File: src/rtl/core/assert_macros.svh
// Assertion macros shared by the RTL.
`ifndef ASSERT_MACROS_SVH
`define ASSERT_MACROS_SVH
// Clocked implication check, disabled while in reset.
`define MPD_ASSERT(label, clk, rst_n, prop, msg) \
	label: assert property (@(posedge clk) disable iff (!rst_n) prop) else $error(msg);
// Clocked check that is also required during reset.
`define MPD_ASSERT_ALWAYS(label, clk, prop, msg) \
	label: assert property (@(posedge clk) prop) else $error(msg);
`endif

File: src/rtl/core/mpd_pkg.sv
// Types, codes and helpers of the program stream demultiplexer.
package mpd_pkg;
	localparam int QueueDepthDefault = 4;

	localparam logic [2:0] KIND_PAYLOAD = 3'd0;
	localparam logic [2:0] KIND_STAMP   = 3'd1;
	localparam logic [2:0] KIND_MARKER  = 3'd2;
	localparam logic [2:0] KIND_DONE    = 3'd3;
	localparam logic [2:0] KIND_ERROR   = 3'd4;

	localparam logic REG_AUDIO_SELECT = 1'b0;
	localparam logic REG_VIDEO_SELECT = 1'b1;

	typedef struct packed {
		logic [2:0]  kind;
		logic        channel;
		logic [7:0]  payload;
		logic [1:0]  stamp_flags;
		logic [32:0] present_stamp;
		logic [32:0] decode_stamp;
	} mpd_rec_t;

	typedef struct packed {
		logic push;
		logic push_final;
		logic stopped;
	} mpd_stat_t;

	// Feed one stamp byte k (0..4) into the accumulator.
	function automatic logic [32:0] ts_feed(input logic [32:0] acc, input logic [3:0] k,
		input logic [7:0] b);
		logic [40:0] wide;
		begin
			wide = '0;
			if (k == 4'd0) begin
				wide = {38'd0, b[3:1]};
			end else if (k == 4'd1 || k == 4'd3) begin
				wide = {acc, b};
			end else begin
				wide = {1'b0, acc, b[7:1]};
			end
			ts_feed = wide[32:0];
		end
	endfunction
endpackage

File: src/rtl/core/mpd_if.sv
// Channel interfaces: input bytes, result records and register writes.
interface mpd_in_if;
	logic       valid;
	logic       ready;
	logic [7:0] stream_byte;
	logic       end_of_input;
	modport source (output valid, stream_byte, end_of_input, input ready);
	modport sink (input valid, stream_byte, end_of_input, output ready);
endinterface

interface mpd_out_if;
	logic        valid;
	logic        ready;
	logic [2:0]  kind;
	logic        channel;
	logic [7:0]  payload;
	logic [1:0]  stamp_flags;
	logic [32:0] present_stamp;
	logic [32:0] decode_stamp;
	modport source (output valid, kind, channel, payload, stamp_flags, present_stamp,
		decode_stamp, input ready);
	modport sink (input valid, kind, channel, payload, stamp_flags, present_stamp,
		decode_stamp, output ready);
endinterface

interface mpd_cfg_if;
	logic       valid;
	logic       ready;
	logic       index;
	logic [4:0] data;
	modport source (output valid, index, data, input ready);
	modport sink (input valid, index, data, output ready);
endinterface

File: src/rtl/core/mpd_front.sv
// Byte parser: start code search, header decode, record generation.
module mpd_front import mpd_pkg::*; (
	input  logic       clk,
	input  logic       arst_n,
	mpd_in_if.sink     in_ch,
	mpd_cfg_if.sink    cfg,
	input  logic       room,
	output mpd_rec_t   rec,
	output mpd_stat_t  stat
);
	localparam logic [3:0] PH_SEARCH    = 4'd0;
	localparam logic [3:0] PH_ID        = 4'd1;
	localparam logic [3:0] PH_PACK_VER  = 4'd2;
	localparam logic [3:0] PH_PACK_SKIP = 4'd3;
	localparam logic [3:0] PH_LEN_HI    = 4'd4;
	localparam logic [3:0] PH_LEN_LO    = 4'd5;
	localparam logic [3:0] PH_SKIP      = 4'd6;
	localparam logic [3:0] PH_PES_FIRST = 4'd7;
	localparam logic [3:0] PH_STUFF     = 4'd8;
	localparam logic [3:0] PH_STD2      = 4'd9;
	localparam logic [3:0] PH_FLAG      = 4'd10;
	localparam logic [3:0] PH_TS        = 4'd11;
	localparam logic [3:0] PH_M2_FLAGS  = 4'd12;
	localparam logic [3:0] PH_M2_HLEN   = 4'd13;
	localparam logic [3:0] PH_M2_SKIP   = 4'd14;
	localparam logic [3:0] PH_PAYLOAD   = 4'd15;

	logic [4:0]  audio_q;
	logic [3:0]  video_q;
	logic [3:0]  phase_q, phase_n;
	logic [1:0]  zrun_q, zrun_n;
	logic [7:0]  id_q, id_n;
	logic [16:0] pos_q, pos_n;
	logic [16:0] total_q, total_n;
	logic [7:0]  skip_q, skip_n;
	logic [1:0]  flag_q, flag_n;
	logic [32:0] pts_q, pts_n;
	logic [32:0] dts_q, dts_n;
	logic [1:0]  ver_q, ver_n;
	logic        stop_q, stop_n;

	logic        take, emit, halt, ch;
	logic [7:0]  b;
	logic [17:0] pos_inc;
	logic [3:0]  left;
	logic [3:0]  left_dec;

	assign take = in_ch.valid & in_ch.ready;
	assign in_ch.ready = room;
	assign cfg.ready = 1'b1;
	assign b = in_ch.stream_byte;
	assign ch = (id_q >= 8'he0);
	assign pos_inc = {1'b0, pos_q} + 18'd1;

	always_comb begin
		phase_n = phase_q; zrun_n = zrun_q; id_n = id_q; pos_n = pos_q;
		total_n = total_q; skip_n = skip_q; flag_n = flag_q; pts_n = pts_q;
		dts_n = dts_q; ver_n = ver_q; stop_n = stop_q;
		emit = 1'b0; halt = 1'b0; rec = '0;
		left = 4'd1; left_dec = 4'd0;
		if (take && !stop_q) begin
			if (in_ch.end_of_input) begin
				halt = 1'b1; emit = 1'b1; rec.kind = KIND_DONE;
			end else if (phase_q == PH_SEARCH) begin
				if (b == 8'h00) begin
					if (zrun_q < 2'd2) zrun_n = zrun_q + 2'd1;
				end else if (b == 8'h01 && zrun_q == 2'd2) begin
					phase_n = PH_ID; zrun_n = 2'd0;
				end else begin
					zrun_n = 2'd0;
				end
			end else if (phase_q == PH_ID) begin
				id_n = b;
				pos_n = 17'd4;
				if (b <= 8'hb9) begin
					halt = 1'b1; emit = 1'b1; rec.kind = KIND_DONE;
				end else if (b == 8'hba) begin
					phase_n = PH_PACK_VER; total_n = 17'd14;
				end else begin
					phase_n = PH_LEN_HI; total_n = 17'd6;
				end
			end else begin
				case (phase_q)
					PH_PACK_VER: begin
						if (b[7:6] == 2'b01) begin
							ver_n = 2'd2; phase_n = PH_PACK_SKIP;
						end else if (b[7:4] == 4'h2) begin
							ver_n = 2'd1; total_n = 17'd12; phase_n = PH_PACK_SKIP;
						end else begin
							halt = 1'b1; emit = 1'b1; rec.kind = KIND_ERROR;
						end
					end
					PH_PACK_SKIP: begin
						if (ver_q == 2'd2 && pos_q == 17'd13)
							total_n = total_q + {14'd0, b[2:0]};
					end
					PH_LEN_HI: begin
						total_n = {1'b0, b, 8'd0} + 17'd6;
						phase_n = PH_LEN_LO;
					end
					PH_LEN_LO: begin
						total_n = total_q + {9'd0, b};
						if ((id_q[7:5] == 3'b110 && id_q[4:0] == audio_q) ||
							(id_q[7:4] == 4'he && id_q[3:0] == video_q))
							phase_n = PH_PES_FIRST;
						else
							phase_n = PH_SKIP;
					end
					PH_SKIP: begin
					end
					PH_PES_FIRST, PH_STUFF, PH_FLAG: begin
						if (phase_q == PH_PES_FIRST && b[7:6] == 2'b10) begin
							phase_n = PH_M2_FLAGS;
							emit = 1'b1; rec.kind = KIND_MARKER; rec.channel = ch;
						end else if (phase_q != PH_FLAG && b == 8'hff) begin
							phase_n = PH_STUFF;
						end else if (phase_q != PH_FLAG && b[7:6] == 2'b01) begin
							phase_n = PH_STD2;
						end else if (b[7:4] == 4'h0) begin
							// flag byte with no stamps ends the header
							flag_n = 2'd0; phase_n = PH_PAYLOAD;
							if (pos_inc < {1'b0, total_q}) begin
								emit = 1'b1; rec.kind = KIND_STAMP; rec.channel = ch;
							end
						end else if (b[7:4] == 4'h2 || b[7:4] == 4'h3) begin
							flag_n = b[5:4];
							pts_n = ts_feed(33'd0, 4'd0, b);
							skip_n = (b[4]) ? 8'd9 : 8'd4;
							phase_n = PH_TS;
						end else begin
							halt = 1'b1; emit = 1'b1; rec.kind = KIND_ERROR;
						end
					end
					PH_STD2: phase_n = PH_FLAG;
					PH_TS: begin
						left = (skip_q == 8'd0 || skip_q > 8'd9) ? 4'd1 : skip_q[3:0];
						if (flag_q == 2'd3 && left >= 4'd6)
							pts_n = ts_feed(pts_q, 4'd10 - left, b);
						else if (flag_q == 2'd3)
							dts_n = ts_feed(dts_q, 4'd5 - left, b);
						else if (left <= 4'd4)
							pts_n = ts_feed(pts_q, 4'd5 - left, b);
						left_dec = left - 4'd1;
						skip_n = {4'd0, left_dec};
						if (left_dec == 4'd0) begin
							phase_n = PH_PAYLOAD;
							if (pos_inc < {1'b0, total_q}) begin
								emit = 1'b1; rec.kind = KIND_STAMP; rec.channel = ch;
								rec.stamp_flags = flag_q;
								rec.present_stamp = (flag_q >= 2'd2) ? pts_n : 33'd0;
								rec.decode_stamp = (flag_q == 2'd3) ? dts_n : 33'd0;
							end
						end
					end
					PH_M2_FLAGS: phase_n = PH_M2_HLEN;
					PH_M2_HLEN: begin
						skip_n = b;
						phase_n = (b == 8'd0) ? PH_PAYLOAD : PH_M2_SKIP;
					end
					PH_M2_SKIP: begin
						if (skip_q > 8'd0) skip_n = skip_q - 8'd1;
						if (skip_n == 8'd0) phase_n = PH_PAYLOAD;
					end
					PH_PAYLOAD: begin
						emit = 1'b1; rec.kind = KIND_PAYLOAD; rec.channel = ch; rec.payload = b;
					end
					default: begin
						phase_n = PH_SEARCH;
					end
				endcase
				if (!halt) begin
					pos_n = pos_inc[16:0];
					if (pos_inc >= {1'b0, total_n}) begin
						phase_n = PH_SEARCH; zrun_n = 2'd0;
					end
				end
			end
			if (halt) begin
				stop_n = 1'b1; phase_n = PH_SEARCH; zrun_n = 2'd0;
			end
		end
	end

	assign stat.push = emit;
	assign stat.push_final = emit & halt;
	assign stat.stopped = stop_q;

	always_ff @(posedge clk or negedge arst_n) begin
		if (!arst_n) begin
			audio_q <= '0; video_q <= '0; phase_q <= PH_SEARCH; zrun_q <= '0;
			id_q <= '0; pos_q <= '0; total_q <= '0; skip_q <= '0; flag_q <= '0;
			pts_q <= '0; dts_q <= '0; ver_q <= '0; stop_q <= 1'b0;
		end else begin
			phase_q <= phase_n; zrun_q <= zrun_n; id_q <= id_n; pos_q <= pos_n;
			total_q <= total_n; skip_q <= skip_n; flag_q <= flag_n; pts_q <= pts_n;
			dts_q <= dts_n; ver_q <= ver_n; stop_q <= stop_n;
			if (cfg.valid) begin
				if (cfg.index == REG_AUDIO_SELECT) audio_q <= cfg.data;
				if (cfg.index == REG_VIDEO_SELECT) video_q <= cfg.data[3:0];
			end
		end
	end
endmodule

File: src/rtl/core/mpd_queue.sv
// Record queue between the parser and the output channel.
module mpd_queue import mpd_pkg::*; #(
	parameter int QueueDepth = QueueDepthDefault
) (
	input  logic      clk,
	input  logic      arst_n,
	input  logic      push,
	input  mpd_rec_t  rec,
	output logic      room,
	mpd_out_if.source out_ch
);
	localparam int PtrW = (QueueDepth > 1) ? $clog2(QueueDepth) : 1;
	localparam int CntW = $clog2(QueueDepth + 1);
	localparam logic [PtrW-1:0] LastPtr = PtrW'(QueueDepth - 1);
	localparam logic [CntW-1:0] FullCnt = CntW'(QueueDepth);

	mpd_rec_t        mem_q [QueueDepth];
	logic [PtrW-1:0] wr_q, rd_q;
	logic [CntW-1:0] cnt_q;
	logic            pop;
	mpd_rec_t        head;

	assign room = (cnt_q != FullCnt);
	assign pop = out_ch.valid & out_ch.ready;
	assign head = mem_q[rd_q];
	assign out_ch.valid = (cnt_q != '0);
	assign out_ch.kind = head.kind;
	assign out_ch.channel = head.channel;
	assign out_ch.payload = head.payload;
	assign out_ch.stamp_flags = head.stamp_flags;
	assign out_ch.present_stamp = head.present_stamp;
	assign out_ch.decode_stamp = head.decode_stamp;

	always_ff @(posedge clk) begin
		if (push) mem_q[wr_q] <= rec;
	end

	always_ff @(posedge clk or negedge arst_n) begin
		if (!arst_n) begin
			wr_q <= '0; rd_q <= '0; cnt_q <= '0;
		end else begin
			if (push) wr_q <= (wr_q == LastPtr) ? '0 : wr_q + PtrW'(1);
			if (pop) rd_q <= (rd_q == LastPtr) ? '0 : rd_q + PtrW'(1);
			if (push && !pop) cnt_q <= cnt_q + CntW'(1);
			else if (pop && !push) cnt_q <= cnt_q - CntW'(1);
		end
	end
endmodule

File: src/rtl/core/mpeg_ps_demux.sv
// Top level of the MPEG program stream demultiplexer.
// in_ch carries one stream byte per transfer, with end_of_input marking the
// end of the source. out_ch carries result records: payload bytes, stamp
// headers, MPEG-2 markers and a final done or error record. cfg writes
// audio_select (index 0) and video_select (index 1); it is always ready.
// Throughput: one byte per cycle while the queue has a free slot; the parser
// updates all its state for each byte it takes. A record produced by a byte is
// written into the queue and shows on out_ch once the records ahead of it leave.
// Records wait in a QueueDepth-entry queue; when out_ch stalls and the queue
// fills, in_ch.ready drops until a record leaves. Bytes that produce no
// record still need a free slot to be taken.
// Reset clears the parser to start-code search, both selects to zero and
// empties the queue. After a done or error record, bytes are taken and
// dropped until the next reset.
`include "assert_macros.svh"
module mpeg_ps_demux import mpd_pkg::*; #(
	parameter int QueueDepth = QueueDepthDefault
) (
	input  logic      clk,
	input  logic      arst_n,
	mpd_in_if.sink    in_ch,
	mpd_cfg_if.sink   cfg,
	mpd_out_if.source out_ch
);
	mpd_rec_t  rec;
	mpd_stat_t stat;
	logic      room;

	mpd_front u_front (
		.clk(clk), .arst_n(arst_n), .in_ch(in_ch), .cfg(cfg),
		.room(room), .rec(rec), .stat(stat)
	);

	mpd_queue #(.QueueDepth(QueueDepth)) u_queue (
		.clk(clk), .arst_n(arst_n), .push(stat.push), .rec(rec),
		.room(room), .out_ch(out_ch)
	);

	`MPD_ASSERT(a_final_stops, clk, arst_n, stat.push_final |=> stat.stopped, "final record without stop")
	`MPD_ASSERT(a_stop_sticky, clk, arst_n, stat.stopped |=> stat.stopped, "stop flag cleared")
	`MPD_ASSERT(a_no_push_stopped, clk, arst_n, stat.stopped |-> !stat.push, "record after stop")
	`MPD_ASSERT_ALWAYS(a_stall_full, clk, !in_ch.ready |-> out_ch.valid, "input stalled with empty queue")
endmodule
File: src/flat_wrapper.sv
// flat-port wrapper written by rule: the top's interface ports become plain ports
module mpeg_ps_demux_flat import mpd_pkg::*;
#(
	parameter int QueueDepth = QueueDepthDefault
)
  (clk, arst_n, in_ch_valid, in_ch_stream_byte, in_ch_end_of_input, in_ch_ready, cfg_valid, cfg_index, cfg_data, cfg_ready, out_ch_valid, out_ch_kind, out_ch_channel, out_ch_payload, out_ch_stamp_flags, out_ch_present_stamp, out_ch_decode_stamp, out_ch_ready);
  mpd_in_if in_ch_i ();
  mpd_cfg_if cfg_i ();
  mpd_out_if out_ch_i ();
  input  logic clk;
  input  logic arst_n;
  input wire logic [$bits(in_ch_i.valid)-1:0] in_ch_valid;
  input wire logic [$bits(in_ch_i.stream_byte)-1:0] in_ch_stream_byte;
  input wire logic [$bits(in_ch_i.end_of_input)-1:0] in_ch_end_of_input;
  output wire logic [$bits(in_ch_i.ready)-1:0] in_ch_ready;
  input wire logic [$bits(cfg_i.valid)-1:0] cfg_valid;
  input wire logic [$bits(cfg_i.index)-1:0] cfg_index;
  input wire logic [$bits(cfg_i.data)-1:0] cfg_data;
  output wire logic [$bits(cfg_i.ready)-1:0] cfg_ready;
  output wire logic [$bits(out_ch_i.valid)-1:0] out_ch_valid;
  output wire logic [$bits(out_ch_i.kind)-1:0] out_ch_kind;
  output wire logic [$bits(out_ch_i.channel)-1:0] out_ch_channel;
  output wire logic [$bits(out_ch_i.payload)-1:0] out_ch_payload;
  output wire logic [$bits(out_ch_i.stamp_flags)-1:0] out_ch_stamp_flags;
  output wire logic [$bits(out_ch_i.present_stamp)-1:0] out_ch_present_stamp;
  output wire logic [$bits(out_ch_i.decode_stamp)-1:0] out_ch_decode_stamp;
  input wire logic [$bits(out_ch_i.ready)-1:0] out_ch_ready;
  assign in_ch_i.valid = in_ch_valid;
  assign in_ch_i.stream_byte = in_ch_stream_byte;
  assign in_ch_i.end_of_input = in_ch_end_of_input;
  assign in_ch_ready = in_ch_i.ready;
  assign cfg_i.valid = cfg_valid;
  assign cfg_i.index = cfg_index;
  assign cfg_i.data = cfg_data;
  assign cfg_ready = cfg_i.ready;
  assign out_ch_valid = out_ch_i.valid;
  assign out_ch_kind = out_ch_i.kind;
  assign out_ch_channel = out_ch_i.channel;
  assign out_ch_payload = out_ch_i.payload;
  assign out_ch_stamp_flags = out_ch_i.stamp_flags;
  assign out_ch_present_stamp = out_ch_i.present_stamp;
  assign out_ch_decode_stamp = out_ch_i.decode_stamp;
  assign out_ch_i.ready = out_ch_ready;
  mpeg_ps_demux #(.QueueDepth(QueueDepth)) u_core (.clk(clk), .arst_n(arst_n), .in_ch(in_ch_i), .cfg(cfg_i), .out_ch(out_ch_i));
endmodule
File: config.mk
export PLATFORM = sky130hd
export DESIGN_NAME = mpeg_ps_demux_flat
export DESIGN_NICKNAME = d
export VERILOG_FILES = /design/src/rtl/core/mpd_pkg.sv /design/src/rtl/core/mpd_if.sv /design/src/rtl/core/mpd_front.sv /design/src/rtl/core/mpd_queue.sv /design/src/rtl/core/mpeg_ps_demux.sv /design/src/flat_wrapper.sv
export VERILOG_INCLUDE_DIRS = /design/src /design/src/rtl/core
export SDC_FILE = /design/constraint.sdc
export NUM_CORES = 1
export LEC_CHECK = 0
export ABC_CLOCK_PERIOD_IN_PS = 7900
export BUFFER_PORTS_ARGS = -buffer_cell sky130_fd_sc_hd__buf_2
export CAP_MARGIN = 0
export CORE_ASPECT_RATIO = 1.25
export CORE_MARGIN = 1
export CORE_UTILIZATION = 31
export CTS_BUF_LIST = sky130_fd_sc_hd__clkbuf_4 sky130_fd_sc_hd__clkbuf_8
export DETAILED_ROUTE_END_ITERATION = 16
export SLEW_MARGIN = 20
export SYNTH_ARGS = -nofsm -noshare
export SYNTH_HDL_FRONTEND = slang
export SYNTH_SLANG_ARGS = --single-unit
File: constraint.sdc
create_clock -name clk -period 7.9 [get_ports clk]
set_input_delay 1.58 -clock clk [delete_from_list [all_inputs] [get_ports clk]]
set_output_delay 1.58 -clock clk [all_outputs]
set_load 0.01 [all_outputs]
**Yosys cells after proc, flatten, opt, wreduce, memory -nomap -nowiden**

Memory sizes are Yosys's and may differ from the RTL's.
Index checks and enable logic that the tools add are counted.

- Bits in registers: 143
- Bits in writable memories: 320
- Bits of input ports: 20
- Output and inout bits: 83
- Logic and storage cells: 287
- Memories: 1

- Add/sub/neg operators: 13
- Order comparisons: 10
- Equal/unequal tests: 52
- Muxes and demuxes: 137
- Bitwise operators: 9
- Reduce and logical (&&, ||, !) cells: 49

Memory list:

| memory | words | width | read ports | clocked after Yosys merged registers in | wr ports | line | RTL |
|---|---|---|---|---|---|---|---|
| u_core.u_queue.mem_q | 4 | 80 | 1 | 0 | 1 | mpd_queue.sv:17 | `mpd_rec_t mem_q [QueueDepth];` |

Operators with widths:

| kind | count |
|---|---|
| 33-bit two-way mux | 18 |
| 68-bit two-way mux | 3 |
| 17-bit two-way mux | 11 |
| 80-bit two-way mux | 2 |
| 77-bit two-way mux | 2 |
| 4-bit two-way mux | 25 |
| 8-bit two-way mux | 12 |
| 17-bit case mux with 4 select lines | 1 |
| 33-bit case mux with 2 select lines | 1 |
| 4-bit case mux with 10 select lines | 1 |
| 4-bit == test, second input constant | 9 |
| 2-bit two-way mux | 16 |
| 8-bit case mux with 4 select lines | 1 |
| 1-bit two-way mux | 31 |
| 3-bit two-way mux | 9 |
| 4-bit by 2-bit == test with 1-bit output, second input constant | 6 |
| 8-bit logical NOT | 3 |
| 4-bit logical NOT | 5 |
| 10-bit AND reduction | 2 |
| 17-bit by 1-bit adder with 18-bit output, second input constant | 1 |
| 18-bit by 17-bit greater-or-equal comparator with 1-bit output | 1 |
| 18-bit by 17-bit less-than comparator with 1-bit output | 1 |
| 16-bit by 3-bit adder with 17-bit output, second input constant | 1 |
| 17-bit by 3-bit adder with 17-bit output | 1 |
| 51 further kinds | 107 |

**Longest topological paths before layout**

Gate-level depths: netlist (run 1).

- Depth in word-level cells: 19
- Depth in mapped cells: 21

**By module**

A second synthesis (run 1) with hierarchy kept.

- Cells, all modules: 1,860
- Area, all modules: 23,855.4 um2

Modules (own cells, without submodules):

| module | times used | cells each | area each (um2) |
|---|---|---|---|
| mpd_queue | 1 | 456 | 12,041.5 |
| mpd_front | 1 | 1,404 | 11,813.8 |

**Worst setup path before layout (run 1)**

No wires, ideal clock.

- Kind: reg-to-reg
- Start: reg u_core.u_front.skip_q[0]
- End: mem u_core.u_queue.mem_q[0][0] (netlist name) (enable)
- Setup time: 0.519 ns
- Data arrival time: 6.367 ns
- Required time: 7.381 ns
- Slack: 1.013 ns
- Stages on the path, launching flop included: 16
- Buffers on the path: 2
- Cells stage by stage: dfrtp_1 -> clkbuf_1 -> inv_1 -> ha_1 -> or3b_2 -> clkbuf_1 -> and3_1 -> nand2_1 -> ha_1 -> nand2b_1 -> nand3_1 -> o21ai_0 -> a221o_1 -> o21ai_0 -> a22oi_2 -> nor2_1

- Longest elaborated chain between the ends: 13

RTL lines:

| item | line | RTL |
|---|---|---|
| from (decl) | mpd_front.sv:35 | `logic [7:0] skip_q, skip_n;` |
| from (signal assigned) | mpd_front.sv:195 | `total_q <= total_n; skip_q <= skip_n; flag_q <= flag_n; pts_q <= pts_n;` |
| 8-bit by 4-bit > comparator with 1-bit output / 8-bit logical NOT (equally long branches) | mpd_front.sv:136 | `left = (skip_q == 8'd0 \|\| skip_q > 8'd9) ? 4'd1 : skip_q[3:0];` |
| 1-bit logical OR | mpd_front.sv:136 |  |
| 4-bit two-way mux * | mpd_front.sv:136 |  |
| 4-bit by 1-bit subtractor with 4-bit output * | mpd_front.sv:143 | `left_dec = left - 4'd1;` |
| 4-bit logical NOT * | mpd_front.sv:145 | `if (left_dec == 4'd0) begin` |
| 1-bit two-way mux * | mpd_front.sv:145 |  |
| 1-bit case mux with 4 select lines * | mpd_front.sv:83 | `case (phase_q)` |
| 1-bit two-way mux * | mpd_front.sv:72 | `end else if (phase_q == PH_ID) begin` |
| 1-bit two-way mux * | mpd_front.sv:64 | `end else if (phase_q == PH_SEARCH) begin` |
| 1-bit two-way mux * | mpd_front.sv:62 | `if (in_ch.end_of_input) begin` |
| 1-bit two-way mux * | mpd_front.sv:61 | `if (take && !stop_q) begin` |
| 1-bit two-way mux * | mpd_queue.sv:35 | `if (push) mem_q[wr_q] <= rec;` |
| 1-bit two-way mux (not written as such) * | mpd_queue.sv:35 |  |
| to (decl) | mpd_queue.sv:17 |  |

Every way passes the cells marked *; elsewhere a longest branch is shown, timed or not.

**Worst setup path after layout (run 1)**

- Start: in in_ch_stream_byte[0]
- End: reg u_core.u_front.phase_q[1]

- Longest elaborated chain between the ends: 15

RTL lines:

| item | line | RTL |
|---|---|---|
| from (decl) | flat_wrapper.sv:13 | `input wire logic [$bits(in_ch_i.stream_byte)-1:0] in_ch_stream_byte;` |
| parallel branches: the longest is 15 deep, another holds 18-bit by 17-bit greater-or-equal comparator with 1-bit output | n/a |  |
| to (signal assigned) | mpd_front.sv:194 | `phase_q <= phase_n; zrun_q <= zrun_n; id_q <= id_n; pos_q <= pos_n;` |
| to (decl) | mpd_front.sv:30 | `logic [3:0] phase_q, phase_n;` |

Parallel ways; which one is timed is not known. The select of a mux whose other input is x is not followed.
A chain may end at the register's enable or synchronous reset.

==> run summary, run 1 <==
## Run status
* completed — result of the run

## Detailed routing
* 63990 um — Post-Route WL
* 0 — DRC
* 1235 — DRC marker count from the first detailed-route iteration
* 21.48 um — Avg WL per Cell
* 5.480 — Vias/cell
* 5 — number of detailed-route iterations in the first pass
* 16.33k — via count
* 0 — number of nets still failing antenna checks after routing

## Layout
* 35.78% — share of the core filled with cells
* 23.48% — layout cell share with drive strength beyond 1
* 13.53% — signed area change from the synthesized netlist to the final layout
* 2028 — final layout net count
* 0.02682 mm2 — Final Cell Area
* 2979 — Post-Layout Cell Count
* 0 — diodes inserted

## Clock network
* 60 ps — clock-pin slew of the registers on the worst-case setup and hold paths
* 680 ps — clock latency reported for the late side of the worst-skew pair
* 0 — number of gates resized after cts
* 0 — CTS hold repair buffers
* 463 — sinks on the clock net
* 79 — TritonCTS buffer count
* built — TritonCTS clock tree
* 0 — buffers inserted by post-CTS timing repair
* sky130_fd_sc_hd__clkbuf_8 — clock root buffer
* 3 — number of levels the H-tree was split into
* 3 — maximum number of buffers from clock root to sink

## Logic synthesis
* 30.89% — Async S/R FF share, synth
* sky130_fd_sc_hd__edfxtp_1 — library cell occupying the most area in the post-synthesis netlist
* 320 x sky130_fd_sc_hd__edfxtp_1, 148 x sky130_fd_sc_hd__nor2_1, 143 x sky130_fd_sc_hd__dfrtp_1 — list of most frequent post-synthesis cells
* 90 — post-synthesis cell type count
* 55.81% — sequential share of the synthesized area
* 1940 — Post-Syn Nets
* sky130_fd_sc_hd__edfxtp_1 41%, sky130_fd_sc_hd__dfrtp_1 15%, sky130_fd_sc_hd__mux4_2 7.6% — synth top area cells
* 320 — number of flops mapped to enable cells by yosys
* 1857 — Mapped Cells
* 463 — number of storage elements in the synthesis netlist
* 12.72 um2 — Mean Syn Cell Area
* sky130_fd_sc_hd__edfxtp_1 — count leader, synth
* 0 — Synthesis Warnings
* 40.67% — top cell type's share of synthesized area
* sky130_fd_sc_hd__edfxtp_1 — top flip-flop cell by instance count after synthesis
* 0.02363 mm2 — synthesized area

## Global route
* 76 — largest net degree at the start of global routing
* 99930 um — wire length of the first global-routing pass
* 16.96k — number of global-route vias before repair
* 16.45% — aggregate global-route resource usage
* 0 — number of antenna violations at the first check in global routing
* 0 — global-route congestion overflow total

## Floorplanning
* 31.52% — initial standard-cell utilization of the core
* 0.07497 mm2 — core region area
* 103 — number of placed I/O pins
* 310.7 um — Die Height
* 248.9 um — die width
* 112 — Rows
* 0.07733 mm2 — area of the die

## Power
* 9.525 nW — static leakage power
* 7.904 mW — PnR Total Power
* 294.7 mW/mm2 — power density over the cells
* 0.2404 mV — Max VDD drop

## Setup path
* input port — Worst Setup Start Kind
* input port to flop — kind of critical path
* 8430 ps — required time reported for the critical path endpoint
* compound AO/OA/AOI/OAI gates — kind of cell adding the most delay to the critical path
* flop — crit path capture type
* 11 — maximum fanout along the worst path
* 6050 ps — arrival time at the worst endpoint
* sky130_fd_sc_hd__o41ai_1 — Critical-path top delay cell
* 1 — WP buf/inv
* buf_2, ha_1, fa_1, a21oi_1, o22ai_1, o41ai_1, nor2_1, xnor2_1, a211oi_2, ha_1, a211oi_1, o21ai_0, a221oi_1, o221ai_1, nand2_1, o2111ai_1, o21ai_0 — Critical Path, Cell by Cell
* 640 ps — Largest stage delay, worst path

## Place
* 2833 — placed cells
* 1813 ps — pre-CTS worst setup slack
* 0.8644 — Final Wtd Congestion
* 0.02514 mm2 — post-placement cell area
* 42240 um — detailed-placement wirelength estimate
* 101 — count of input and output buffers

## STA
* 69.77% — post-route fraction of the period consumed by the critical path
* 1140 ps — measured slew at the worst slew-check pin
* 181.4 MHz — highest attainable clock frequency
* 2388 ps — final worst setup slack
* 0 — count of endpoints failing setup in the final report
* 475.2 ps — worst hold slack
* 23.81% — Max-slew headroom
* 5512 ps — fin crit period
* 24.41 ps — Worst Skew
* false — RSZ-0062 raised after global routing
* 0 ps — setup TNS
* 0 — Final Max Tran Viols
* 0 — final hold vios

## Worst hold path
* flop to flop — Hold Crit Class

## Flow run
* 0 — Max-Cap Viols

==> worst paths after layout <==
path / startpoint / end / slack (ps) / cells past startpoint
worst min register to register: u_core.u_front.stop_q / u_core.u_front.stop_q / 480 / 1
worst min-delay path: u_core.u_front.stop_q / u_core.u_front.stop_q / 480 / 1
max in group asynchronous: arst_n / u_core.u_front.pts_q[18] / 5460 / 2
min in group asynchronous: arst_n / u_core.u_queue.cnt_q[2] / 940 / 1
worst max-delay path: in_ch_stream_byte[0] / u_core.u_front.phase_q[1] / 2390 / 17
worst max register to register: u_core.u_front.pos_q[0] / u_core.u_queue.mem_q[0][44] / 2690 / 14
==> report_power, final <==
part / total [mW] / switching [mW] / internal, mW
clock: 2.28 / 1.00 / 1.28
sequential: 3.09 / 0.271 / 2.82
combinational: 2.54 / 1.51 / 1.03
total: 7.90 / 2.79 / 5.12
==> cell families (layout without fill, tap and decap cells) <==
kind of cell	count (synthesis)	in the layout	synth area share [%]
AO/OA/AOI/OAI	444	444	13.29
buffers and inverters	176	329	3.140
other	1	1	0.01587
adder cells (fa/ha/maj)	63	63	3.400
XOR/XNOR	41	41	1.520
AND/OR/NAND/NOR	467	467	9.590
flip-flops	463	463	55.81
multiplexers	202	202	13.23
==> layer usage <==
layer	GRT usage, %	up-vias	share of wire [%]
li1	-	7422	-
met1	21.05	8276	43
met2	27.77	523	49
met3	2.677	104	5.0
met4	6.381	0	2.8
met5	0	-	0
==> final cells by class <==
cell class / instances / area (um2)
Clock buffer: 119 / 1444
Clock inverter: 27 / 235.2
Fill cell: 7234 / 48150
Inverter: 55 / 209.0
Multi-Input combinational cell: 1218 / 9777
Sequential cell: 463 / 13200
Tap cell: 969 / 1212
Timing Repair Buffer: 128 / 752.0
==> flip-flops by register name (all words and copies together) (netlist names), 3 cells and up <==
register,cells
u_core.u_front.id_q,8
u_core.u_front.pos_q,17
u_core.u_front.video_q,4
u_core.u_queue.mem_q,320
u_core.u_front.audio_q,5
u_core.u_front.pts_q,33
u_core.u_front.phase_q,4
u_core.u_front.total_q,17
u_core.u_front.dts_q,33
u_core.u_front.skip_q,8
u_core.u_queue.cnt_q,3
==> cells in the final DEF, fill, tap and decap left out, types with 52 or more instances in the layout <==
cell                       synthesis  routed
sky130_fd_sc_hd__a21oi_1          61      61
sky130_fd_sc_hd__mux4_2           80      80
sky130_fd_sc_hd__dfrtp_1         143     141
sky130_fd_sc_hd__buf_2             6     100
sky130_fd_sc_hd__ha_1             61      61
sky130_fd_sc_hd__inv_1            52      52
sky130_fd_sc_hd__a22oi_1          57      57
sky130_fd_sc_hd__mux2_2           83      83
sky130_fd_sc_hd__nand2_1         121     120
sky130_fd_sc_hd__o21ai_0          92      92
sky130_fd_sc_hd__nor2_1          148     143
sky130_fd_sc_hd__edfxtp_1        320     320
sky130_fd_sc_hd__clkbuf_8          0      88
No activity file was read; power rests on OpenSTA's default activity.
==> run 2, diff against run 1 <==
--- a/config.mk
+++ b/config.mk
@@ -6,7 +6,7 @@
 export SDC_FILE = /design/constraint.sdc
 export NUM_CORES = 1
 export LEC_CHECK = 0
-export ABC_CLOCK_PERIOD_IN_PS = 7900
+export ABC_CLOCK_PERIOD_IN_PS = 5800
 export BUFFER_PORTS_ARGS = -buffer_cell sky130_fd_sc_hd__buf_2
 export CAP_MARGIN = 0
 export CORE_ASPECT_RATIO = 1.25
==> constraint.sdc (replaced) <==
create_clock -name clk -period 5.8 [get_ports clk]
set_input_delay 1.16 -clock clk [delete_from_list [all_inputs] [get_ports clk]]
set_output_delay 1.16 -clock clk [all_outputs]
set_load 0.01 [all_outputs]
==> run summary, run 2 (synthesis results as in run 1) <==
## Run status
* completed — result of the run, unchanged

## Floorplanning
* 0.07497 mm2 — core region area, unchanged
* 112 — Rows, unchanged
* 0.07733 mm2 — area of the die, unchanged
* 103 — number of placed I/O pins, unchanged
* 310.7 um — Die Height, unchanged
* 248.9 um — die width, unchanged
* 31.52% — initial standard-cell utilization of the core, unchanged

## Detailed routing
* 0 — number of nets still failing antenna checks after routing, unchanged
* 5 — number of detailed-route iterations in the first pass, unchanged
* 0 — DRC, unchanged
* 1279 — DRC marker count from the first detailed-route iteration, was 1235
* 16.44k — via count, was 16.33k
* 5.467 — Vias/cell, was 5.480
* 21.46 um — Avg WL per Cell, was 21.48 um
* 64560 um — Post-Route WL, was 63990 um

## STA
* 31.85% — Max-slew headroom, was 23.81%
* 5156 ps — fin crit period
* 193.9 MHz — highest attainable clock frequency
* false — RSZ-0062 raised after global routing, unchanged
* 88.90% — post-route fraction of the period consumed by the critical path
* 1013 ps — measured slew at the worst slew-check pin, was 1140 ps
* 0 — Final Max Tran Viols, unchanged
* 643.6 ps — final worst setup slack, was 2388 ps
* 37.71 ps — Worst Skew, was 24.41 ps
* 0 — final hold vios, unchanged
* 0 — count of endpoints failing setup in the final report, unchanged

## Layout
* 0.02699 mm2 — Final Cell Area, was 0.02682 mm2
* u_core.u_queue.mem_q — top register by number of flip-flops, unchanged
* 24.29% — layout cell share with drive strength beyond 1, was 23.48%
* 320 — Largest register FFs, unchanged
* sky130_fd_sc_hd__edfxtp_1 — most frequent standard cell in the layout excluding fill and tap cells, unchanged
* u_core.u_queue.mem_q: 320 flops, u_core.u_front.dts_q: 33 flops, u_core.u_front.pts_q: 33 flops — Top Registers, unchanged
* 14.24% — signed area change from the synthesized netlist to the final layout, was 13.53%
* 2059 — final layout net count, was 2028
* 320 x sky130_fd_sc_hd__edfxtp_1, 143 x sky130_fd_sc_hd__nor2_1, 141 x sky130_fd_sc_hd__dfrtp_1 — most frequent cells in the layout, unchanged

## Setup path
* sky130_fd_sc_hd__nor4_1 — Critical-path top delay cell, was sky130_fd_sc_hd__o41ai_1
* 690 ps — Largest stage delay, worst path, was 640 ps
* 5510 ps — arrival time at the worst endpoint, was 6050 ps
* 13 — depth of the worst register-to-register path, was 14
* u_core.u_front.skip_q[0] — launching instance or port of the critical path, was in_ch_stream_byte[0]
* 640 ps — reg-to-reg slack, setup, was 2690 ps
* 6150 ps — required time reported for the critical path endpoint, was 8430 ps
* flop — crit path capture type, unchanged
* inv_1, ha_1, or3b_2, and3_1, nand2_1, inv_1, ha_1, a311oi_1, nand3_1, a21oi_4, buf_4, mux2_2, nor4_1 — Critical Path, Cell by Cell, was buf_2, ha_1, fa_1, a21oi_1, o22ai_1, o41ai_1, nor2_1, xnor2_1, a211oi_2, ha_1, a211oi_1, o21ai_0, a221oi_1, o221ai_1, nand2_1, o2111ai_1, o21ai_0
* u_core.u_front.skip_q[0] — startpoint of the lowest-slack register-to-register path, was u_core.u_front.pos_q[0]
* u_core.u_queue.mem_q[2][65] — capture point of the worst path, was u_core.u_front.phase_q[1]
* 29 — maximum fanout along the worst path, was 11
* flop to flop — kind of critical path, was input port to flop
* u_core.u_queue.mem_q[2][65] — worst flop-to-flop path endpoint, was u_core.u_queue.mem_q[0][44]
* flop — Worst Setup Start Kind, was input port

## Clock network
* 463 — sinks on the clock net, unchanged
* 3 — maximum number of buffers from clock root to sink, unchanged
* 80 — TritonCTS buffer count, was 79
* 670 ps — clock latency reported for the late side of the worst-skew pair, was 680 ps
* 60 ps — clock-pin slew of the registers on the worst-case setup and hold paths, about the same
* 3 — number of levels the H-tree was split into, unchanged
* sky130_fd_sc_hd__clkbuf_8 — clock root buffer, unchanged
* 0 — number of gates resized after cts, unchanged
* built — TritonCTS clock tree, unchanged
* 0 — CTS hold repair buffers, unchanged
* 0 — buffers inserted by post-CTS timing repair, unchanged

## Place
* 0.02539 mm2 — post-placement cell area, was 0.02514 mm2
* 0.8895 — Final Wtd Congestion, was 0.8644
* 344.0 ps — pre-CTS worst setup slack, was 1813 ps
* 43050 um — detailed-placement wirelength estimate, was 42240 um
* 101 — count of input and output buffers, unchanged

## Global route
* 71 — largest net degree at the start of global routing, was 76
* 2 — number of antenna violations at the first check in global routing, was 0
* 16.44% — aggregate global-route resource usage, was 16.45%
* 0 — global-route congestion overflow total, unchanged
* 99450 um — wire length of the first global-routing pass, was 99930 um
* 16.74k — number of global-route vias before repair, was 16.96k

## Power
* 9.636 nW — static leakage power, was 9.525 nW
* 0.1977 mV — Max VDD drop, was 0.2404 mV
* 395.2 mW/mm2 — power density over the cells, was 294.7 mW/mm2

## Worst hold path
* flop to flop — Hold Crit Class, unchanged
* 1 — number of cells on the worst hold path, unchanged

## Flow run
* 0 — Max-Cap Viols, unchanged

-- run 2: cell count changes in the layout (fill, tap and decap cells not counted), moves of 3 or more --
cell                       change
sky130_fd_sc_hd__clkbuf_4      -4
sky130_fd_sc_hd__clkinv_2      +3
sky130_fd_sc_hd__buf_12        +3
sky130_fd_sc_hd__buf_4        +27
-- run 2: worst min-delay path by stage --
stage,startpoint,to,slack [ps]
2_1_floorplan,u_core.u_front.zrun_q[0],u_core.u_front.zrun_q[0],440
3_3_place_gp,u_core.u_front.zrun_q[0],u_core.u_front.zrun_q[0],460
3_5_place_dp,u_core.u_front.stop_q,u_core.u_front.stop_q,470
4_1_cts,arst_n,u_core.u_front.audio_q[1],460
5_1_grt,u_core.u_front.stop_q,u_core.u_front.stop_q,480
6_report,u_core.u_front.stop_q,u_core.u_front.stop_q,480
-- run 2: stage by stage --
stage | hold WS (ps) | total power [mW] | utilization (%) | setup TNS (ps) | std cells
final | 476.5 | 10.67 | 36.00 | 0 | 3008
after global routing | 484.0 | 11.27 | 36.00 | 0 | 3008
after CTS | 459.1 | 10.82 | 36.00 | 0 | 3007
after detailed placement | 468.9 | 7.808 | 33.87 | 0 | 2863
after global placement | 457.4 | 7.785 | 33.87 | 0 | 2863
after floorplan | 440.8 | 6.525 | - | -347690 | 1857
-- run 2: layer usage --
metal	wire (um)	global-route usage, %
met1	27400	21.06
met4	1622	5.717
met5	0	0
met3	3512	3.020
met2	32030	27.78
-- run 2: power by group --
part | internal (mW) | switching [mW]
sequential | 3.83 | 0.444
combinational | 1.45 | 1.98
clock | 1.60 | 1.35
total | 6.89 | 3.78
-- run 2: area by class of cell --
cell class | instances | area [um2]
fillers | 7257 | 47980
flip-flops and latches | 463 | 13200
multi-input cells | 1218 | 9763
clock buffers | 113 | 1386
well taps | 969 | 1212
repair buffers | 158 | 1015
clock inverters | 31 | 210.2
inverters | 55 | 209.0
diodes | 1 | 2.502
-- run 2: worst max-delay path: cells and delay by family (launching register included) --
| family | cells | cell delay (ps) |
|---|---|---|
| AO/OA/AOI/OAI | 2 | 640 |
| adder cells (fa/ha/maj) | 2 | 530 |
| buffers and inverters | 3 | 790 |
| flip-flops | 1 | 510 |
| multiplexers | 1 | 420 |
| AND/OR/NAND/NOR | 5 | 1920 |
==> run 3, diff against run 2 <==
--- a/config.mk
+++ b/config.mk
@@ -6,7 +6,7 @@
 export SDC_FILE = /design/constraint.sdc
 export NUM_CORES = 1
 export LEC_CHECK = 0
-export ABC_CLOCK_PERIOD_IN_PS = 5800
+export ABC_CLOCK_PERIOD_IN_PS = 5200
 export BUFFER_PORTS_ARGS = -buffer_cell sky130_fd_sc_hd__buf_2
 export CAP_MARGIN = 0
 export CORE_ASPECT_RATIO = 1.25
@@ -14,6 +14,7 @@
 export CORE_UTILIZATION = 31
 export CTS_BUF_LIST = sky130_fd_sc_hd__clkbuf_4 sky130_fd_sc_hd__clkbuf_8
 export DETAILED_ROUTE_END_ITERATION = 16
+export SKIP_LAST_GASP = 1
 export SLEW_MARGIN = 20
 export SYNTH_ARGS = -nofsm -noshare
 export SYNTH_HDL_FRONTEND = slang
==> constraint.sdc (replaced) <==
create_clock -name clk -period 5.2 [get_ports clk]
set_input_delay 1.04 -clock clk [delete_from_list [all_inputs] [get_ports clk]]
set_output_delay 1.04 -clock clk [all_outputs]
set_load 0.01 [all_outputs]
==> run summary, run 3 (synthesis results as in run 1) <==
## Detailed routing
* 5 — number of detailed-route iterations in the first pass, unchanged
* 21.66 um — Avg WL per Cell, was 21.46 um
* 5.447 — Vias/cell, was 5.467
* 1247 — DRC marker count from the first detailed-route iteration, was 1279
* 0 — DRC, unchanged
* 16.57k — via count, was 16.44k
* 65850 um — Post-Route WL, was 64560 um
* 0 — number of nets still failing antenna checks after routing, unchanged

## Global route
* 0 — number of antenna violations at the first check in global routing, was 2
* 0 — global-route congestion overflow total, unchanged
* 102800 um — wire length of the first global-routing pass, was 99450 um
* 68 — largest net degree at the start of global routing, was 71
* 17.23k — number of global-route vias before repair, was 16.74k
* 16.94% — aggregate global-route resource usage, was 16.44%

## Worst hold path
* input port to asynchronous set/reset pin — Hold Crit Class, was flop to flop

## Setup path
* 5 — maximum fanout along the worst path, was 29
* 5390 ps — arrival time at the worst endpoint, was 5510 ps
* flop to flop — kind of critical path, unchanged
* flop — Worst Setup Start Kind, unchanged
* flop — crit path capture type, unchanged
* 5810 ps — required time reported for the critical path endpoint, was 6150 ps

## Clock network
* 81 — TritonCTS buffer count, was 80
* 3 — number of levels the H-tree was split into, unchanged
* 0 — CTS hold repair buffers, unchanged
* 680 ps — clock latency reported for the late side of the worst-skew pair, was 670 ps
* 0 — buffers inserted by post-CTS timing repair, unchanged
* 3 — maximum number of buffers from clock root to sink, unchanged
* 70 ps — clock-pin slew of the registers on the worst-case setup and hold paths, was 60 ps
* 463 — sinks on the clock net, unchanged
* built — TritonCTS clock tree, unchanged
* 0 — number of gates resized after cts, unchanged
* sky130_fd_sc_hd__clkbuf_8 — clock root buffer, unchanged

## Flow run
* 0 — Max-Cap Viols, unchanged

## Floorplanning
* 0.07733 mm2 — area of the die, unchanged
* 112 — Rows, unchanged
* 31.52% — initial standard-cell utilization of the core, unchanged
* 103 — number of placed I/O pins, unchanged
* 0.07497 mm2 — core region area, unchanged
* 248.9 um — die width, unchanged
* 310.7 um — Die Height, unchanged

## STA
* 0 — count of endpoints failing setup in the final report, unchanged
* 92.02% — post-route fraction of the period consumed by the critical path, was 88.90%
* 1032 ps — measured slew at the worst slew-check pin, was 1013 ps
* 0 — Final Max Tran Viols, unchanged
* 0 ps — setup TNS, unchanged
* 0 — final hold vios, unchanged
* 373.6 ps — worst hold slack, was 476.5 ps
* false — RSZ-0062 raised after global routing, unchanged
* 47.23 ps — Worst Skew, was 37.71 ps
* 209.0 MHz — highest attainable clock frequency, was 193.9 MHz
* 4785 ps — fin crit period, was 5156 ps
* 30.55% — Max-slew headroom, was 31.85%

## Power
* 9.876 nW — static leakage power, was 9.636 nW
* 0.2765 mV — Max VDD drop, was 0.1977 mV
* 452.3 mW/mm2 — power density over the cells, was 395.2 mW/mm2
* 12.43 mW — PnR Total Power, was 10.67 mW

## Layout
* 0.02748 mm2 — Final Cell Area, was 0.02699 mm2
* 2089 — final layout net count, was 2059
* 0 — diodes inserted, was 1
* 25.48% — layout cell share with drive strength beyond 1, was 24.29%
* u_core.u_queue.mem_q: 320 flops, u_core.u_front.dts_q: 33 flops, u_core.u_front.pts_q: 33 flops — Top Registers, unchanged
* 320 x sky130_fd_sc_hd__edfxtp_1, 143 x sky130_fd_sc_hd__nor2_1, 141 x sky130_fd_sc_hd__dfrtp_1 — most frequent cells in the layout, unchanged
* u_core.u_queue.mem_q — top register by number of flip-flops, unchanged
* sky130_fd_sc_hd__edfxtp_1 — most frequent standard cell in the layout excluding fill and tap cells, unchanged
* 320 — Largest register FFs, unchanged
* 16.32% — signed area change from the synthesized netlist to the final layout, was 14.24%
* 36.66% — share of the core filled with cells, was 36.00%

## Run status
* completed — result of the run, unchanged

## Place
* 101 — count of input and output buffers, unchanged
* 0.02569 mm2 — post-placement cell area, was 0.02539 mm2
* 0.9001 — Final Wtd Congestion, was 0.8895
* 44230 um — detailed-placement wirelength estimate, was 43050 um

-- run 3: cell types whose count changed in the layout (fill, tap and decap cells not counted), sizes merged, moves of 2 or more --
cell,delta
bufinv,+7
clkinvlp,+2
buf,+29
clkbuf,-6
-- run 3: path summary, 6_finish.rpt --
| path | end | slack, ps | depth (start not counted) | startpoint |
|---|---|---|---|---|
| worst max-delay path | u_core.u_front.phase_q[1] | 410 | 16 | u_core.u_front.pos_q[15] |
| worst min-delay path | u_core.u_front.phase_q[2] | 370 | 1 | arst_n |
| worst max register to register | u_core.u_front.phase_q[1] | 410 | 16 | u_core.u_front.pos_q[15] |
| worst min register to register | u_core.u_front.stop_q | 480 | 1 | u_core.u_front.stop_q |
| max in group asynchronous | u_core.u_front.pts_q[19] | 3720 | 2 | arst_n |
| min in group clk | u_core.u_front.stop_q | 480 | 1 | u_core.u_front.stop_q |
-- run 3: cell type report --
cell class / count / area [um2]
fill: 7240 / 47490
clock inverter: 42 / 467.9
multi-input combinational: 1218 / 9763
sequential: 463 / 13200
clock buffer: 107 / 1329
timing repair buffer: 187 / 1308
tap: 969 / 1212
inverter: 55 / 209.0
-- run 3: per-stage QoR --
step           setup WS (ps)  instances
2_1_floorplan         -364.4       1857
4_1_cts                493.8       3041
5_1_grt                161.9       3041
3_3_place_gp           78.56       2892
6_report               415.0       3041
3_5_place_dp           71.77       2892
-- run 3: power breakdown --
part / internal (mW) / total [mW] / switching [mW]
Sequential: 4.28 / 4.71 / 0.432
Clock: 2.10 / 3.70 / 1.60
Combinational: 1.70 / 4.02 / 2.32
Total: 8.08 / 12.4 / 4.35
-- run 3: worst max-delay path, cell delays in order, from the launching register on --
cell                        delay, ps
sky130_fd_sc_hd__dfrtp_1          480
sky130_fd_sc_hd__or4b_1           680
sky130_fd_sc_hd__nand3b_1         280
sky130_fd_sc_hd__nor3_1           320
sky130_fd_sc_hd__or4b_1           530
sky130_fd_sc_hd__o21bai_1         250
sky130_fd_sc_hd__o21bai_1         180
sky130_fd_sc_hd__a21oi_1          150
sky130_fd_sc_hd__ha_1             320
sky130_fd_sc_hd__a211oi_1         220
sky130_fd_sc_hd__o21ai_0          140
sky130_fd_sc_hd__a221oi_1         360
sky130_fd_sc_hd__o221ai_1         150
sky130_fd_sc_hd__buf_4            180
sky130_fd_sc_hd__nand2_1          130
sky130_fd_sc_hd__o2111ai_1        140
sky130_fd_sc_hd__o21ai_0          200
-- run 3: metal layers --
metal	part of all wire (%)	vias up	GRT usage (%)	wire length, um
met1	43	8396	21.59	28040
li1	-	7556	-	-
met5	0	-	0	0
met2	50	500	28.72	32820
met3	5.0	113	3.003	3323
met4	2.5	0	6.155	1670
